File: config.mk
export PLATFORM = sky130hd
export DESIGN_NAME = tssched_ctrl
export DESIGN_NICKNAME = d
export VERILOG_FILES = /design/src/rtl/tssched_pkg.sv /design/src/rtl/tssched_ctrl.sv
export SDC_FILE = /design/constraint.sdc
export NUM_CORES = 1
export LEC_CHECK = 0
export BUFFER_PORTS_ARGS = -buffer_cell sky130_fd_sc_hd__buf_2
export CORE_MARGIN = 2
export CORE_UTILIZATION = 29
export DETAILED_ROUTE_END_ITERATION = 10
export PLACE_DENSITY = 0.61
export SYNTH_ARGS = -nofsm -noshare
export SYNTH_HDL_FRONTEND = slang
export SYNTH_SLANG_ARGS = --single-unit
File: constraint.sdc
create_clock -name clock -period 3.4 [get_ports clock]
set_clock_uncertainty 0.1 [all_clocks]
set_input_delay 0.17 -clock clock [delete_from_list [all_inputs] [get_ports clock]]
set_output_delay 0.17 -clock clock [all_outputs]
set_load 0.1 [all_outputs]
File: src/rtl/tssched_pkg.sv
`timescale 1ns / 1ps

package tssched_pkg;

   // Default sizes of the block.
   localparam int VOICES_DEF             = 18;
   localparam int FIRST_SHARED_VOICE_DEF = 3;
   localparam int SLOTS_DEF              = 16;
   localparam int TONES_PER_SEQ_DEF      = 32;

   // Request opcodes.
   localparam logic [1:0] OP_APPEND = 2'd0;
   localparam logic [1:0] OP_COMMIT = 2'd1;
   localparam logic [1:0] OP_TICK   = 2'd2;
   localparam logic [1:0] OP_CLEAR  = 2'd3;

   // Result action codes.
   localparam logic [2:0] ACT_NOTE_ON  = 3'd0;
   localparam logic [2:0] ACT_NOTE_OFF = 3'd1;
   localparam logic [2:0] ACT_QUEUED   = 3'd2;
   localparam logic [2:0] ACT_NO_VOICE = 3'd3;
   localparam logic [2:0] ACT_NO_SLOT  = 3'd4;

   // Controller states.
   typedef enum logic [2:0] {
      S_IDLE,
      S_COMMIT,
      S_COPY,
      S_TICK_CHECK,
      S_TICK_PLAY,
      S_CLEAR,
      S_FLUSH
   } state_type;

   // Datapath commands, one per cycle.
   typedef enum logic [3:0] {
      DP_NONE,
      DP_STAGE,
      DP_ACCEPT,
      DP_FAIL_VOICE,
      DP_FAIL_SLOT,
      DP_CLAIM,
      DP_COPY,
      DP_COPY_END,
      DP_TICK_SKIP,
      DP_TICK_READ,
      DP_TICK_PLAY,
      DP_TICK_RETIRE,
      DP_CLEAR_STEP,
      DP_FLUSH
   } dp_op_type;

   // Status from the datapath to the controller.
   typedef struct packed {
      logic voice_found;
      logic slot_found;
      logic copy_done;
      logic voice_valid;
      logic due;
      logic has_tone;
      logic last_voice;
   } dp_status_type;

endpackage

File: src/rtl/tssched_ctrl.sv
`timescale 1ns / 1ps

module tssched_ctrl (
   input  logic                       clock,
   input  logic                       reset,
   input  logic                       start,
   input  logic [1:0]                 req_opcode,
   input  tssched_pkg::dp_status_type status,
   output logic                       busy,
   output tssched_pkg::dp_op_type     dp_op
);

   tssched_pkg::state_type state_ff;
   tssched_pkg::state_type state_in;

   // State register.
   always_ff @(posedge clock) begin
      if (reset) begin
         state_ff <= tssched_pkg::S_IDLE;
      end else begin
         state_ff <= state_in;
      end
   end

   // Next state and datapath command.
   always_comb begin
      state_in = state_ff;
      dp_op    = tssched_pkg::DP_NONE;
      case (state_ff)
         tssched_pkg::S_IDLE: begin
            if (start) begin
               case (req_opcode)
                  tssched_pkg::OP_APPEND: begin
                     dp_op = tssched_pkg::DP_STAGE;
                  end
                  tssched_pkg::OP_COMMIT: begin
                     dp_op    = tssched_pkg::DP_ACCEPT;
                     state_in = tssched_pkg::S_COMMIT;
                  end
                  tssched_pkg::OP_TICK: begin
                     dp_op    = tssched_pkg::DP_ACCEPT;
                     state_in = tssched_pkg::S_TICK_CHECK;
                  end
                  default: begin
                     dp_op    = tssched_pkg::DP_ACCEPT;
                     state_in = tssched_pkg::S_CLEAR;
                  end
               endcase
            end
         end
         tssched_pkg::S_COMMIT: begin
            if (!status.voice_found) begin
               dp_op    = tssched_pkg::DP_FAIL_VOICE;
               state_in = tssched_pkg::S_FLUSH;
            end else if (!status.slot_found) begin
               dp_op    = tssched_pkg::DP_FAIL_SLOT;
               state_in = tssched_pkg::S_FLUSH;
            end else begin
               dp_op    = tssched_pkg::DP_CLAIM;
               state_in = tssched_pkg::S_COPY;
            end
         end
         tssched_pkg::S_COPY: begin
            if (status.copy_done) begin
               dp_op    = tssched_pkg::DP_COPY_END;
               state_in = tssched_pkg::S_FLUSH;
            end else begin
               dp_op = tssched_pkg::DP_COPY;
            end
         end
         tssched_pkg::S_TICK_CHECK: begin
            if (status.voice_valid && status.due && status.has_tone) begin
               dp_op    = tssched_pkg::DP_TICK_READ;
               state_in = tssched_pkg::S_TICK_PLAY;
            end else begin
               if (status.voice_valid && status.due) begin
                  dp_op = tssched_pkg::DP_TICK_RETIRE;
               end else begin
                  dp_op = tssched_pkg::DP_TICK_SKIP;
               end
               if (status.last_voice) begin
                  state_in = tssched_pkg::S_FLUSH;
               end
            end
         end
         tssched_pkg::S_TICK_PLAY: begin
            dp_op = tssched_pkg::DP_TICK_PLAY;
            if (status.last_voice) begin
               state_in = tssched_pkg::S_FLUSH;
            end else begin
               state_in = tssched_pkg::S_TICK_CHECK;
            end
         end
         tssched_pkg::S_CLEAR: begin
            dp_op = tssched_pkg::DP_CLEAR_STEP;
            if (status.last_voice) begin
               state_in = tssched_pkg::S_FLUSH;
            end
         end
         tssched_pkg::S_FLUSH: begin
            dp_op    = tssched_pkg::DP_FLUSH;
            state_in = tssched_pkg::S_IDLE;
         end
         default: begin
            state_in = tssched_pkg::S_IDLE;
         end
      endcase
   end

   assign busy = (state_ff != tssched_pkg::S_IDLE);

endmodule

* Word level (Yosys, flattened, before mapping)
Index checks and enable logic that the tools add are counted.
** Word-level totals
- Register bits after elaboration :: 3
- Output and inout bits :: 5
- Input bits :: 12
- Word-level logic and storage cells :: 35
** Cells by class
- Mux-type cells :: 17
- Reduce and logical (&&, ||, !) cells :: 6
- Equal/unequal tests :: 11
** Operators by type and width (count)
- 4-bit case mux with 7 select lines :: 1
- 3-bit two-way mux :: 8
- 3-bit case mux with 6 select lines :: 1
- 3-bit equality test, second input constant :: 3
- 3-bit case mux with 3 select lines :: 1
- 2-bit two-way mux :: 4
- 3-bit by 2-bit equality test with 1-bit output, second input constant :: 2
- 2-bit != test, second input constant :: 3
- 3-bit by 1-bit equality test with 1-bit output, second input constant :: 1
- 3-bit zero test :: 1
- 3-bit AND reduction :: 1
- 3-bit nonzero test :: 1
- 2-bit by 1-bit equality test with 1-bit output, second input constant :: 1
- 2-bit equality test, second input constant :: 1
- 1-bit logical AND :: 2
- 2-bit zero test :: 1
- 1-bit two-way mux :: 2

* Depth between registers and ports, before layout
Gate-level depths: netlist of the first run.
- Word-level depth :: 4
- Mapped depth :: 6
- Mapped depth without buffers :: 6

* Least setup slack after synthesis of the first run
OpenSTA, ideal clock, no wires.
- Path kind :: reg2out
- Start point :: reg state_ff[2]
- End point :: out dp_op[1]
- Data arrival time :: 2.359 ns
- Data required time :: 3.130 ns
- Stages on the path, launching flop included :: 6
- Path slack :: 0.771 ns
- Buffers on the path :: 1
- Path through :: dfxtp_1 -> buf_4 -> nor2_1 -> a221oi_1 -> a21oi_1 -> a21oi_1
** Between the ends
- Word-level cells in the longest chain between the ends :: 2
- Elaborated cells on any way between the ends :: 8
- Classes of those cells :: eq/ne: 6; mux: 1; reduce/logical: 1
** RTL lines
- start, declared :: line tssched_ctrl.sv:13 : tssched_pkg::state_type state_ff;
- start signal, assigned :: line tssched_ctrl.sv:19 : state_ff <= tssched_pkg::S_IDLE;
- start signal, assigned :: line tssched_ctrl.sv:21 : state_ff <= state_in;
- 3-bit equality test (tied with other cells) :: line tssched_ctrl.sv:29 : case (state_ff)
- 4-bit case mux with 7 select lines * :: line tssched_ctrl.sv:29
- end, declared :: line tssched_ctrl.sv:10 : output tssched_pkg::dp_op_type dp_op
Every way passes the cells marked *; elsewhere a longest branch is shown, timed or not.

* Final worst setup path of the first run
- Start point :: reg state_ff[0]
- End point :: out dp_op[0]
The elaborated chain is that of the path after synthesis.

==> results.toml, run 1 <==
[logic_synthesis]
synth-compound-area-share_pct = 32.9
synthArstFlopShare_pct = 0
synth_seq_cells = 3
synth_top_family_by_area = "compound AO/OA/AOI/OAI gates"
synth_top_area_share_pct = 15.9
yosys_warnings = 0
synthMuxAreaShare_pct = 0
netlist_instances = 53
synth_area_sq_um = 377
ys_types = 29
ys.flop_type = "dfxtp_1"
synth_common_cells = "6 x nor2_1, 5 x a21oi_1, 4 x inv_1, 4 x nand2_1, 4 x nand2b_1"
synth.most_common_cell = "nor2_1"
avgSynthCellArea_sq_um = 7.11
synthSimpleGateAreaFrac_pct = 30.2
synth_top_area_cell = "dfxtp_1"
synth_xor_area_share_pct = 2.33
yosysSeqAreaShare_pct = 15.9
synth.area.top_cells = "dfxtp_1 16%, a21oi_1 6.6%, ha_1 6.6%"
syn_nets = 67
synthAdderAreaFrac_pct = 6.64
synth_edf_count = 0

[cts]
cts_tree = "built"
hold_buffers = 0
clock-sinks = 3
cts_buffers = 3
post_cts_resized = 0
clockBufferDepth = 2
clock_latency_ns = 0.23
clk_pin_slew_ns = 0.04
cts-htree-levels = 1
cts_root_buf = "clkbuf_4"
cts_setup_buffers = 0

[route]
wire_per_inst_microns = 10.4
via_count = 420
ant_nets = 0
drcViolationCount = 0
wl_microns = 877
drt-vias-per-instance = 5.00
dr.first_iter.drc_count = 5
drt_pass1_iterations = 4

[final_layout]
drive_gt1_share_pct = 28.6
fill_cells = 133
nets = 85
top_regs = "state_ff: 3 flops"
multi_input_area_sq_um = 272
layout.area.seq_sq_um = 60.1
area_growth_pct = 24.9
diodes = 0
largest_register_ffs = 3
largest-register = "state_ff"

[timing]
slew_viol_final = 0
rsz0062_at_grt = "false"
hold_viol = 0
setup_viol = 0
timing.final.crit_period_ns = 2.07
slew_headroom_pct = 67.6
fmax_mhz = 483
fin_crit_sh_pct = 60.9
setup_tns_ns = 0
worst_pin_slew_ns = 0.489

[floorplanning]
die_h_microns = 40.0
dieArea_sq_um = 1600
ios = 17
fp-row-count = 12
fp.dieW_microns = 40.0
start_util_pct = 32.6
core_sq_um = 1160

[grt]
grt_use_total_pct = 12.6
grt_pass1_wl_microns = 1350
grt_max_degree = 16
antenna_found_initial = 0
gr-total-overflow = 0
grt_pass1_vias = 336

[flow_run]
cap_viol_max_count = 0

[worst_setup_path]
r2r_slack_ns = 1.94
crit_path_top_delay_cell = "dfxtp_1"
crit_fanout = 15
endpoint_kind = "output pin"
crit_family = "flip-flops"
criticalPathCategory = "register to output pin"
slowest_delay_ns = 0.59
crit_chain = "a21oi_1, o32a_1, o22ai_1, buf_2"
start_kind = "register"
required_ns = 3.13
path_buf_inv = 1
cp.arrival_ns = 1.80

[min_path]
hold_class = "input pin to register"

[outcome]
run_status = "completed"

[place]
dp_hpwl_microns = 692
place_congestion = 0.780
io_buffers = 16
-- routing by layer --
layer	GRT usage, %	share of wire (%)	vias to the layer above
met4	0	0	0
met1	16.6	53	180
li1	-	-	224
met3	6.67	6.6	0
met5	0	0	-
met2	19.4	40	16
-- logic make-up after synthesis --
kind of cell | count (synthesis)
flip-flops | 3
AO/OA/AOI/OAI | 18
XOR/XNOR | 1
buffers and inverters | 7
adder cells (fa/ha/maj) | 2
AND/OR/NAND/NOR | 22
-- worst register-to-register path, stage by stage, from the launching register on --
cell,delay [ns]
dfxtp_1,0.59
nand2_2,0.16
o31a_1,0.30
o22a_1,0.17
nor2_1,0.08
-- area by class of cell --
class	count	area share [%]
clock buffers	4	5.59
inverters	4	3.19
multi-input cells	43	57.7
flip-flops and latches	3	12.8
well taps	14	3.72
repair buffers	16	17.0
-- stage by stage --
step	utilization, %	hold slack, ns	area [sq um]	worst slack [ns]	instances
floorplan	-	0.139	377	0.771	53
global route	40.7	0.0267	470	1.17	84
detailed placement	38.4	0.264	444	1.56	80
finish	40.7	0.0291	470	1.33	84
global placement	38.4	0.266	444	1.57	80
CTS	40.7	0.0185	470	1.32	84
-- cell usage in the layout (no fill, tap or decap), drive strengths merged, types with 2 or more instances in the layout --
master  instances
clkbuf          4
a21oi           5
nand2b          4
dfxtp           3
nor2            6
ha              2
nand3b          2
buf            16
o22ai           2
inv             4
nand2           5
-- final timing paths --
path               startpoint          end  depth (start not counted)
setup reg to reg  state_ff[0]  state_ff[0]                          4
hold / removal          reset  state_ff[0]                          2
hold reg to reg   state_ff[1]  state_ff[1]                          3
setup / recovery  state_ff[0]     dp_op[0]                          4
Power of run 1 is not shown: default switching activity piles up to over one toggle a cycle in this logic, so the estimate is an artifact.
==> run 2: changes to the inputs <==
Settings changed: ABC_AREA set to 1, PLACE_DENSITY 0.61 to 0.62.
Clock period 3.4 ns to 1.8 ns, I/O delays scaled along.
==> results.toml, run 2 <==
[place]
dp_slack_ns = 0.173
place_congestion = 0.802
io_buffers = 16
dp_hpwl_microns = 971
dp.cells = 108

[cts]
clock-sinks = 3
cts-htree-levels = 1
cts_setup_buffers = 0
cts_root_buf = "clkbuf_4"
clk_pin_slew_ns = 0.04
clockBufferDepth = 2
cts_tree = "built"
cts_buffers = 3
clock_latency_ns = 0.23

[logic_synthesis]
synth.area.top_cells = "dfxtp_1 15%, nand2_1 13%, inv_1 12%"
ys.flop_type = "dfxtp_1"
syn_nets = 86
synth_seq_cells = 3
synth_top_area_cell = "dfxtp_1"
synthArstFlopShare_pct = 0
yosys_warnings = 0
synth_area_sq_um = 407
synth_top_area_share_pct = 14.8
netlist_instances = 72
yosysSeqAreaShare_pct = 14.8
avgSynthCellArea_sq_um = 5.65
synth.most_common_cell = "nand2_1"
ys_types = 17
synth_common_cells = "14 x nand2_1, 13 x inv_1, 10 x nor2_1, 6 x a21oi_1, 6 x nand3_1"
synth_edf_count = 0

[final_layout]
drive_gt1_share_pct = 40.2
diodes = 0
top_regs = "state_ff: 3 flops"
area_growth_pct = 72.9
final_common_cell = "nand2_1"
nets = 112
largest-register = "state_ff"
stdcell_count = 112
final_cell_mix = "13 x nand2_1, 12 x inv_1, 11 x buf_2"
largest_register_ffs = 3

[worst_setup_path]
r2r.worst_path.cells = 6
start_kind = "register"
cp.arrival_ns = 1.49
endpoint_kind = "output pin"
crit_fanout = 6
criticalPathCategory = "register to output pin"
required_ns = 1.61

[min_path]
whs_path_depth = 4
hold_class = "input pin to register"

[route]
drt-vias-per-instance = 4.73
wire_per_inst_microns = 9.90
via_count = 530
drt_pass1_iterations = 2
dr.first_iter.drc_count = 10
wl_microns = 1110
drcViolationCount = 0
ant_nets = 0

[floorplanning]
dieArea_sq_um = 1720
core_sq_um = 1300
start_util_pct = 31.3
fp-row-count = 13
ios = 17
fp.dieW_microns = 41.4
die_h_microns = 41.4

[timing]
fmax_mhz = 596
setup_viol = 0
hold_viol = 0
slew_viol_final = 0
fin_crit_sh_pct = 93.3
worst_pin_slew_ns = 0.344
timing.final.crit_period_ns = 1.68
setup_tns_ns = 0
slew_headroom_pct = 77.0
final.setup.worst_slack_ns = 0.121
rsz0062_at_grt = "false"

[flow_run]
cap_viol_max_count = 0

[grt]
antenna_found_initial = 0
grt_max_degree = 7
grt_pass1_vias = 525
grt_use_total_pct = 15.3
gr-total-overflow = 0
grt_pass1_wl_microns = 2060

[outcome]
run_status = "completed"
## run 2: area by class of cell
type / instances / area, sq um
Tap cell: 15 / 18.8
Timing Repair Buffer: 22 / 199
Sequential cell: 3 / 66.3
Fill cell: 136 / 598
Inverter: 14 / 56.3
Multi-Input combinational cell: 54 / 337
Clock buffer: 4 / 26.3
## run 2: final timing paths
check	start	slack, ns	to
setup / recovery	state_ff[2]	0.12	dp_op[0]
hold / removal	status[4]	0.1	state_ff[1]
setup reg to reg	state_ff[2]	0.41	state_ff[2]
hold reg to reg	state_ff[2]	0.57	state_ff[0]
## run 2: what timing repair did
item / CTS / global route
setup endpoints to repair: 2 / 2
hold buffers: 1 / 0
endpoints found under the hold margin: 2 / 0
pin swaps: 0 / 2
gates resized for setup: 2 / 6
## run 2: metal layers
layer | GRT usage [%] | vias to the layer above | share of wire, %
met4 | 8.39 | 0 | 3.2
met1 | 17.3 | 229 | 43
met3 | 3.04 | 4 | 2.3
met5 | 0 | - | 0
met2 | 26.6 | 10 | 52
li1 | - | 287 | -
## run 2: kinds of logic after synthesis
logic type	count (synthesis)	synth area share, %
simple gates	37	42.2
flops	3	14.8
compound gates	15	22.2
buf+inv	15	14.8
fa+ha+maj	2	6.15
## run 2: through the flow
| stage | util, % | hold WS, ns | cell area, sq um |
|---|---|---|---|
| 2_1_floorplan | - | 0.0591 | 459 |
| 5_1_grt | 54.0 | 0.131 | 703 |
| 4_1_cts | 53.2 | 0.103 | 692 |
| 3_5_place_dp | 50.1 | 0.191 | 652 |
| 6_report | 54.0 | 0.0955 | 703 |
| 3_3_place_gp | 50.1 | 0.189 | 652 |
## run 2: critical path: stages (launching register included)
cell       delay [ns]
dfxtp_2          0.36
buf_4            0.17
nor2_4           0.15
inv_1            0.08
o2111ai_4        0.17
buf_4            0.32
Power of run 2 is left out for the same reason.
